<file path="src/hw/rtl/gpal_pkg.sv">
// ----------------------------------------------------------------------------
// gpal_pkg
// Shared widths, register codes and the work record that moves down the
// divider chain of the gradient palette unit.
// ----------------------------------------------------------------------------
package gpal_pkg;

	// configuration port
	localparam int CFG_INDEX_W = 3;
	localparam int CFG_DATA_W  = 32;
	localparam int CNT_W       = 3;
	localparam int STOP_W      = 32;
	localparam int STOP_REGS   = 5;

	// register indexes
	localparam logic [CFG_INDEX_W-1:0] REG_USED_STOPS = 3'd0;
	localparam logic [CFG_INDEX_W-1:0] REG_STOP_FIRST = 3'd1;

	// reset values
	localparam logic [CNT_W-1:0]  USED_STOPS_RESET = 3'd2;
	localparam logic [CNT_W-1:0]  USED_STOPS_MIN   = 3'd2;
	localparam logic [STOP_W-1:0] STOP_RESET_FIRST = 32'h0000_0000;
	localparam logic [STOP_W-1:0] STOP_RESET_REST  = 32'hFFFF_FFFF;

	// geometry
	localparam int DEFAULT_MAX_STOPS = 5;
	localparam int PALETTE_ENTRIES   = 256;
	localparam int INDEX_W           = 8;
	localparam int CHAN_W            = 8;
	localparam int RGB_W             = 3 * CHAN_W;
	localparam int QUOT_W            = 8;   // Q8 weight bits, one per divider cell
	localparam int COLOR_W           = 16;

	// work record carried from cell to cell
	typedef struct packed {
		logic [INDEX_W-1:0] rem;     // partial remainder, below span unless full or zero is set
		logic [INDEX_W-1:0] span;    // upper stop index minus lower stop index
		logic [QUOT_W-1:0]  quot;    // quotient bits gathered so far
		logic               full;    // weight saturates at one
		logic               zero;    // weight is zero
		logic [RGB_W-1:0]   lo_rgb;  // lower stop color
		logic [RGB_W-1:0]   hi_rgb;  // upper stop color
	} gpal_work_t;

endpackage

</file>
<file path="src/hw/rtl/gradient_palette_rgb565_unit.sv">
// ----------------------------------------------------------------------------
// gradient_palette_rgb565_unit
// Multi-stop linear gradient lookup returning RGB565 colors.
// ----------------------------------------------------------------------------
// Takes one palette index per cycle unless stalled. An entry stage picks the
// segment, a chain of eight divider cells forms the Q8 weight one bit per
// cell, and an output stage blends and packs the color. Every stage moves
// forward on its own, so bubbles close up and new items are taken while a
// finished color waits at the output. The user must write stops and the stop
// count through the cfg port while no item is in flight; it is not enforced.
// ----------------------------------------------------------------------------
module gradient_palette_rgb565_unit #(
	parameter int MAX_STOPS = gpal_pkg::DEFAULT_MAX_STOPS
) (
	input  logic                              clk,
	input  logic                              arst_n,
	input  logic                              cfg_we,
	input  logic [gpal_pkg::CFG_INDEX_W-1:0]  cfg_index,
	input  logic [gpal_pkg::CFG_DATA_W-1:0]   cfg_data,
	input  logic                              in_valid,
	output logic                              in_stall,
	input  logic [gpal_pkg::INDEX_W-1:0]      palette_index,
	output logic                              out_valid,
	input  logic                              out_stall,
	output logic [gpal_pkg::COLOR_W-1:0]      color_565
);
	import gpal_pkg::*;

	logic [CNT_W-1:0]  used_stops_q;
	logic [STOP_W-1:0] stop_q [MAX_STOPS];

	logic       front_en;
	logic       front_valid;
	gpal_work_t front_work;
	logic       cell_en    [QUOT_W];
	logic       cell_valid [QUOT_W];
	gpal_work_t cell_work  [QUOT_W];
	logic       blend_en;

	// stop count register
	always_ff @(posedge clk or negedge arst_n) begin
		if (!arst_n) begin
			used_stops_q <= USED_STOPS_RESET;
		end else if (cfg_we && (cfg_index == REG_USED_STOPS)) begin
			used_stops_q <= cfg_data[CNT_W-1:0];
		end
	end

	// stop registers; stops beyond the register set stay at their reset value
	for (genvar k = 0; k < MAX_STOPS; k++) begin : g_stop
		if (k < STOP_REGS) begin : g_reg
			localparam logic [STOP_W-1:0] RST = (k == 0) ? STOP_RESET_FIRST : STOP_RESET_REST;
			always_ff @(posedge clk or negedge arst_n) begin
				if (!arst_n) begin
					stop_q[k] <= RST;
				end else if (cfg_we && (cfg_index == CFG_INDEX_W'(REG_STOP_FIRST + k))) begin
					stop_q[k] <= cfg_data[STOP_W-1:0];
				end
			end
		end else begin : g_const
			assign stop_q[k] = STOP_RESET_REST;
		end
	end

	gpal_front #(
		.MaxStops(MAX_STOPS)
	) u_front (
		.clk          (clk),
		.arst_n       (arst_n),
		.in_valid     (in_valid),
		.palette_index(palette_index),
		.used_stops   (used_stops_q),
		.stops        (stop_q),
		.next_en      (cell_en[0]),
		.en           (front_en),
		.valid_s1     (front_valid),
		.work_s1      (front_work)
	);

	assign in_stall = !front_en;

	// divider chain, one quotient bit per cell
	for (genvar i = 0; i < QUOT_W; i++) begin : g_cell
		logic       prev_valid;
		gpal_work_t prev_work;
		logic       next_en;
		if (i == 0) begin : g_first
			assign prev_valid = front_valid;
			assign prev_work  = front_work;
		end else begin : g_mid
			assign prev_valid = cell_valid[i - 1];
			assign prev_work  = cell_work[i - 1];
		end
		if (i == QUOT_W - 1) begin : g_last
			assign next_en = blend_en;
		end else begin : g_inner
			assign next_en = cell_en[i + 1];
		end
		gpal_div_cell u_cell (
			.clk       (clk),
			.arst_n    (arst_n),
			.prev_valid(prev_valid),
			.prev_work (prev_work),
			.next_en   (next_en),
			.en        (cell_en[i]),
			.valid_q   (cell_valid[i]),
			.work_q    (cell_work[i])
		);
	end

	gpal_blend u_blend (
		.clk       (clk),
		.arst_n    (arst_n),
		.prev_valid(cell_valid[QUOT_W - 1]),
		.prev_work (cell_work[QUOT_W - 1]),
		.out_stall (out_stall),
		.en        (blend_en),
		.out_valid (out_valid),
		.color_565 (color_565)
	);

endmodule

</file>
<file path="src/hw/rtl/gpal_front.sv">
// ----------------------------------------------------------------------------
// gpal_front
// Entry stage: clamps the index and stop count, picks the gradient segment
// and loads the first divider operands.
// ----------------------------------------------------------------------------
module gpal_front #(
	parameter int MaxStops = gpal_pkg::DEFAULT_MAX_STOPS
) (
	input  logic                          clk,
	input  logic                          arst_n,
	input  logic                          in_valid,
	input  logic [gpal_pkg::INDEX_W-1:0]  palette_index,
	input  logic [gpal_pkg::CNT_W-1:0]    used_stops,
	input  logic [gpal_pkg::STOP_W-1:0]   stops [MaxStops],
	input  logic                          next_en,
	output logic                          en,
	output logic                          valid_s1,
	output gpal_pkg::gpal_work_t          work_s1
);
	import gpal_pkg::*;

	localparam int SEG_W = $clog2(MaxStops);

	logic [INDEX_W-1:0] idx_c;
	logic [CNT_W-1:0]   count_c;
	logic [SEG_W-1:0]   seg_c;
	logic [STOP_W-1:0]  lo_c;
	logic [STOP_W-1:0]  hi_c;
	logic [INDEX_W-1:0] lo_idx_c;
	logic [INDEX_W-1:0] hi_idx_c;
	logic [INDEX_W-1:0] dist_c;
	logic [INDEX_W-1:0] span_c;
	logic               zero_c;
	logic               full_c;
	gpal_work_t         work_c;

	// clamp index to the palette and count to the usable range
	always_comb begin
		if ({1'b0, palette_index} >= (INDEX_W + 1)'(PALETTE_ENTRIES)) begin
			idx_c = INDEX_W'(PALETTE_ENTRIES - 1);
		end else begin
			idx_c = palette_index;
		end
		if (used_stops < USED_STOPS_MIN) begin
			count_c = USED_STOPS_MIN;
		end else if (used_stops > CNT_W'(MaxStops)) begin
			count_c = CNT_W'(MaxStops);
		end else begin
			count_c = used_stops;
		end
	end

	// walk segments while the index lies above the upper stop
	always_comb begin
		logic go;
		go    = 1'b1;
		seg_c = '0;
		for (int s = 0; s < MaxStops - 2; s++) begin
			if (go && (CNT_W'(s + 2) < count_c) && (idx_c > stops[s + 1][31:24])) begin
				seg_c = SEG_W'(s + 1);
			end else begin
				go = 1'b0;
			end
		end
	end

	// select lower and upper stop of the chosen segment
	always_comb begin
		lo_c = stops[0];
		hi_c = stops[1];
		for (int s = 0; s < MaxStops - 1; s++) begin
			if (seg_c == SEG_W'(s)) begin
				lo_c = stops[s];
				hi_c = stops[s + 1];
			end
		end
	end

	// set up the weight division
	always_comb begin
		lo_idx_c = lo_c[31:24];
		hi_idx_c = hi_c[31:24];
		dist_c   = idx_c - lo_idx_c;
		span_c   = hi_idx_c - lo_idx_c;
		zero_c   = !((hi_idx_c > lo_idx_c) && (idx_c >= lo_idx_c));
		full_c   = !zero_c && (dist_c >= span_c);
		work_c.rem    = dist_c;
		work_c.span   = span_c;
		work_c.quot   = '0;
		work_c.full   = full_c;
		work_c.zero   = zero_c;
		work_c.lo_rgb = lo_c[RGB_W-1:0];
		work_c.hi_rgb = hi_c[RGB_W-1:0];
	end

	assign en = !valid_s1 || next_en;

	// hold valid under reset
	always_ff @(posedge clk or negedge arst_n) begin
		if (!arst_n) begin
			valid_s1 <= 1'b0;
		end else if (en) begin
			valid_s1 <= in_valid;
		end
	end

	// load operands
	always_ff @(posedge clk) begin
		if (en) begin
			work_s1 <= work_c;
		end
	end

endmodule

</file>
<file path="src/hw/rtl/gpal_div_cell.sv">
// ----------------------------------------------------------------------------
// gpal_div_cell
// One restoring division step: doubles the remainder, produces one quotient
// bit and hands the item to the next cell.
// ----------------------------------------------------------------------------
module gpal_div_cell (
	input  logic                 clk,
	input  logic                 arst_n,
	input  logic                 prev_valid,
	input  gpal_pkg::gpal_work_t prev_work,
	input  logic                 next_en,
	output logic                 en,
	output logic                 valid_q,
	output gpal_pkg::gpal_work_t work_q
);
	import gpal_pkg::*;

	logic [INDEX_W:0] rem2_c;
	logic             ge_c;
	gpal_work_t       work_c;

	// shift, compare and subtract
	always_comb begin
		rem2_c = {prev_work.rem, 1'b0};
		ge_c   = rem2_c >= {1'b0, prev_work.span};
		work_c = prev_work;
		if (ge_c) begin
			work_c.rem = INDEX_W'(rem2_c - {1'b0, prev_work.span});
		end else begin
			work_c.rem = rem2_c[INDEX_W-1:0];
		end
		work_c.quot = {prev_work.quot[QUOT_W-2:0], ge_c};
	end

	assign en = !valid_q || next_en;

	// advance valid
	always_ff @(posedge clk or negedge arst_n) begin
		if (!arst_n) begin
			valid_q <= 1'b0;
		end else if (en) begin
			valid_q <= prev_valid;
		end
	end

	// advance payload
	always_ff @(posedge clk) begin
		if (en) begin
			work_q <= work_c;
		end
	end

endmodule

</file>
<file path="src/hw/rtl/gpal_blend.sv">
// ----------------------------------------------------------------------------
// gpal_blend
// Output stage: mixes the two stop colors by the Q8 weight, clamps each
// channel and packs the result to RGB565 in the output register.
// ----------------------------------------------------------------------------
module gpal_blend (
	input  logic                          clk,
	input  logic                          arst_n,
	input  logic                          prev_valid,
	input  gpal_pkg::gpal_work_t          prev_work,
	input  logic                          out_stall,
	output logic                          en,
	output logic                          out_valid,
	output logic [gpal_pkg::COLOR_W-1:0]  color_565
);
	import gpal_pkg::*;

	logic [QUOT_W:0]   t_c;
	logic [CHAN_W-1:0] r_c;
	logic [CHAN_W-1:0] g_c;
	logic [CHAN_W-1:0] b_c;

	// a + floor((b - a) * t / 256), clamped to the channel range
	function automatic logic [CHAN_W-1:0] mix(input logic [CHAN_W-1:0] a,
			input logic [CHAN_W-1:0] b, input logic [QUOT_W:0] t);
		logic signed [CHAN_W:0]       delta;
		logic signed [CHAN_W+QUOT_W+2:0] prod;
		logic signed [CHAN_W+2:0]     v;
		delta = signed'({1'b0, b}) - signed'({1'b0, a});
		prod  = delta * signed'({1'b0, t});
		v     = signed'({3'b000, a}) + signed'(prod[CHAN_W+QUOT_W+2:QUOT_W]);
		if (v < 0) begin
			return '0;
		end else if (v > signed'((CHAN_W + 3)'(255))) begin
			return '1;
		end else begin
			return v[CHAN_W-1:0];
		end
	endfunction

	// pick the weight and mix each channel
	always_comb begin
		if (prev_work.full) begin
			t_c = (QUOT_W + 1)'(256);
		end else if (prev_work.zero) begin
			t_c = '0;
		end else begin
			t_c = {1'b0, prev_work.quot};
		end
		r_c = mix(prev_work.lo_rgb[23:16], prev_work.hi_rgb[23:16], t_c);
		g_c = mix(prev_work.lo_rgb[15:8], prev_work.hi_rgb[15:8], t_c);
		b_c = mix(prev_work.lo_rgb[7:0], prev_work.hi_rgb[7:0], t_c);
	end

	assign en = !out_valid || !out_stall;

	// hold the result until taken
	always_ff @(posedge clk or negedge arst_n) begin
		if (!arst_n) begin
			out_valid <= 1'b0;
		end else if (en) begin
			out_valid <= prev_valid;
		end
	end

	// pack to 5:6:5
	always_ff @(posedge clk) begin
		if (en) begin
			color_565 <= {r_c[7:3], g_c[7:2], b_c[7:3]};
		end
	end

endmodule
</file>
<file path="config.mk">
export PLATFORM = sky130hd
export DESIGN_NAME = gradient_palette_rgb565_unit
export DESIGN_NICKNAME = d
export VERILOG_FILES = /design/src/hw/rtl/gpal_pkg.sv /design/src/hw/rtl/gradient_palette_rgb565_unit.sv /design/src/hw/rtl/gpal_front.sv /design/src/hw/rtl/gpal_div_cell.sv /design/src/hw/rtl/gpal_blend.sv
export SDC_FILE = /design/constraint.sdc
export NUM_CORES = 1
export LEC_CHECK = 0
export BUFFER_PORTS_ARGS = -buffer_cell sky130_fd_sc_hd__buf_4
export CORE_ASPECT_RATIO = 0.75
export CORE_MARGIN = 5
export CORE_UTILIZATION = 60
export CTS_BUF_LIST = sky130_fd_sc_hd__clkbuf_16
export CTS_CLUSTER_SIZE = 8
export DETAILED_ROUTE_END_ITERATION = 10
export GPL_ROUTABILITY_DRIVEN = 1
export PLACE_DENSITY = 0.84
export SLEW_MARGIN = 10
export SYNTH_ARGS = -nofsm -noshare
export SYNTH_HDL_FRONTEND = slang
export SYNTH_HIERARCHICAL = 1
export SYNTH_SLANG_ARGS = --single-unit
</file>
<file path="constraint.sdc">
create_clock -name clk -period 34.1 [get_ports clk]
set_input_delay 6.82 -clock clk [delete_from_list [all_inputs] [get_ports clk]]
set_output_delay 6.82 -clock clk [all_outputs]
set_load 0.02 [all_outputs]
</file>
==> metrics.txt <==
clock latency on the worst-skew pair about 0.66 ns; Worst EP required between 20 and 30 ns; Congestion Overflow GR 0; number of setup buffers added after CTS 0; CP Buf/Inv Count 3; CP Capture Type output port; HP Start g_cell[6].u_cell/work_q[44]$_DFFE_PP_; dpl hpwl roughly 57 mm; die area 77400 um^2; fin. max-slew vios 0; Sink Count between 800 and 900; vias in the first global route around 27000; synthesized area per cell 13.3 um^2; FF-to-FF Start g_cell[7].u_cell/work_q[42]$_DFFE_PP_; R2R cell count 35; RSZ-0062 raised after global routing no; Setup TNS Final 0 ns; vias per cell 5.85; First-pass DRT Iterations 6; Worst Hold Depth 0; ANT cells 0; Setup crit start kind input port; final core utilization 0.668; worst-margin pin slew approximately 1.3 ns; gr usage total 0.229; Die Span X about 320 um; CTS Buf Count between 100 and 150; most common cell after layout, fill and taps aside edfxtp_1; FP Rows 85; dpl ws approximately 16 ns; initial antenna violation count 0; crit-path most repeated cell nand2b_2; final period utilization 0.524; first-pass GRT wire length approximately 140 mm; routability congestion estimate around 0.9; Via Count 25700; Clock Path Buffers 3; Post-Synthesis Cells approximately 3300; CP Cell Sequence buf_4 -> nand2_1 -> nand2b_2 -> nand2b_4 -> nand2b_4 -> nand2b_2 -> nand2b_2 -> nand2b_2 -> nand2b_2 -> nand2b_2 -> nand2b_2 -> inv_1 -> buf_4; Root Buffer clkbuf_16; die height approximately 240 um; NumNets Final 3894; Residual DRC 0; input/output buffers between 60 and 70; clk slew on worst S/H paths 0.05 ns; Starting Density 0.603; Synth Net Count around 3800; worst hold path type reg2reg; post-CTS sizing 0; Area Growth Syn to Fin 10.9%; crit path DAT 11.05 ns; max incr delay on CP approximately 0.81 ns; Routed WL per cell around 20 um; Worst slew margin 0.157; # fillers 4779; Crit-path slowest cell nand2b_4; flop2flop setup slack approximately 25 ns; Finished Cell Area around 48000 um^2; ANT nets after route 0; final hold viol count 0; endpoints failing setup 0; Top delay family on crit path simple AND/OR/NAND/NOR gates; WS Path Type in2out; mapped cell area ~43000 um^2; Final WS setup 16.23 ns; yosys warns 6; Tmin final 17.87 ns; commonest cells after routing, fill and taps aside 630 x edfxtp_1, 394 x inv_1, 315 x ha_1, 212 x nor2_1, 211 x nand2_1; Clock Skew around 0.033 ns; final wirelength ~89 mm; core area ~72000 um^2; DRT iter0 DRCs between 2000 and 2500; largest net degree at the start of global routing 118; ratio of cells with drive above 1 in the final layout 0.178; maxcap violations 0; CTS H-Tree Depth 3; RR Endpoint u_blend/color_565[15]$_SDFFCE_PN0P_; Hold Crit Endpoint g_cell[7].u_cell/work_q[44]$_DFFE_PP_; CTS tree built; maximum clock frequency 56.0 MHz; hold_buf cts 0; Area after DPL roughly 45000 um^2; status finished clean; Crit Path Max Fanout 75; io pins 66
## flip-flops by register name (all words and copies together) (netlist names)
signal / flops
stop_q: 160
u_blend/color_565: 16
g_cell.u_cell/valid_q: 8
u_front/work_s1: 66
used_stops_q: 3
u_front/valid_s1: 1
g_cell.u_cell/work_q: 548
u_blend/out_valid: 1
## stage by stage
step | std cells | hold WS, ns
6_report | 4397 | 0.398
5_1_grt | 4397 | 0.406
4_1_cts | 4397 | 0.404
3_5_place_dp | 4214 | 0.405
3_3_place_gp | 4214 | 0.401
2_1_floorplan | 3250 | 0.400
## how the worst max path moves through the flow
stage,startpoint,endpoint,slack [ns],cells after the start
CTS,out_stall,in_stall,16.05,13
floorplan,out_stall,in_stall,2.94,11
detailed placement,out_stall,in_stall,16.15,13
global route,out_stall,in_stall,15.94,13
finish,out_stall,in_stall,16.23,13
global placement,out_stall,in_stall,16.32,13
## metal layers
metal	track usage	routed length, um
met5	0	0
met4	0.0773	2980
met3	0.0449	5720
met2	0.376	42900
met1	0.310	37000
## area by class of cell
cell class	instances	area (um^2)	area share
multi-input cells	2037	18200	0.380
well taps	957	1200	0.0250
clock inverters	71	340	0.00712
clock buffers	112	2800	0.0586
inverters	330	1240	0.0259
flip-flops and latches	803	23400	0.489
repair buffers	87	657	0.0137
Power is left out: the tool's default activity adds up to more than one toggle a clock period on the data nets, which glitch-free logic cannot reach.
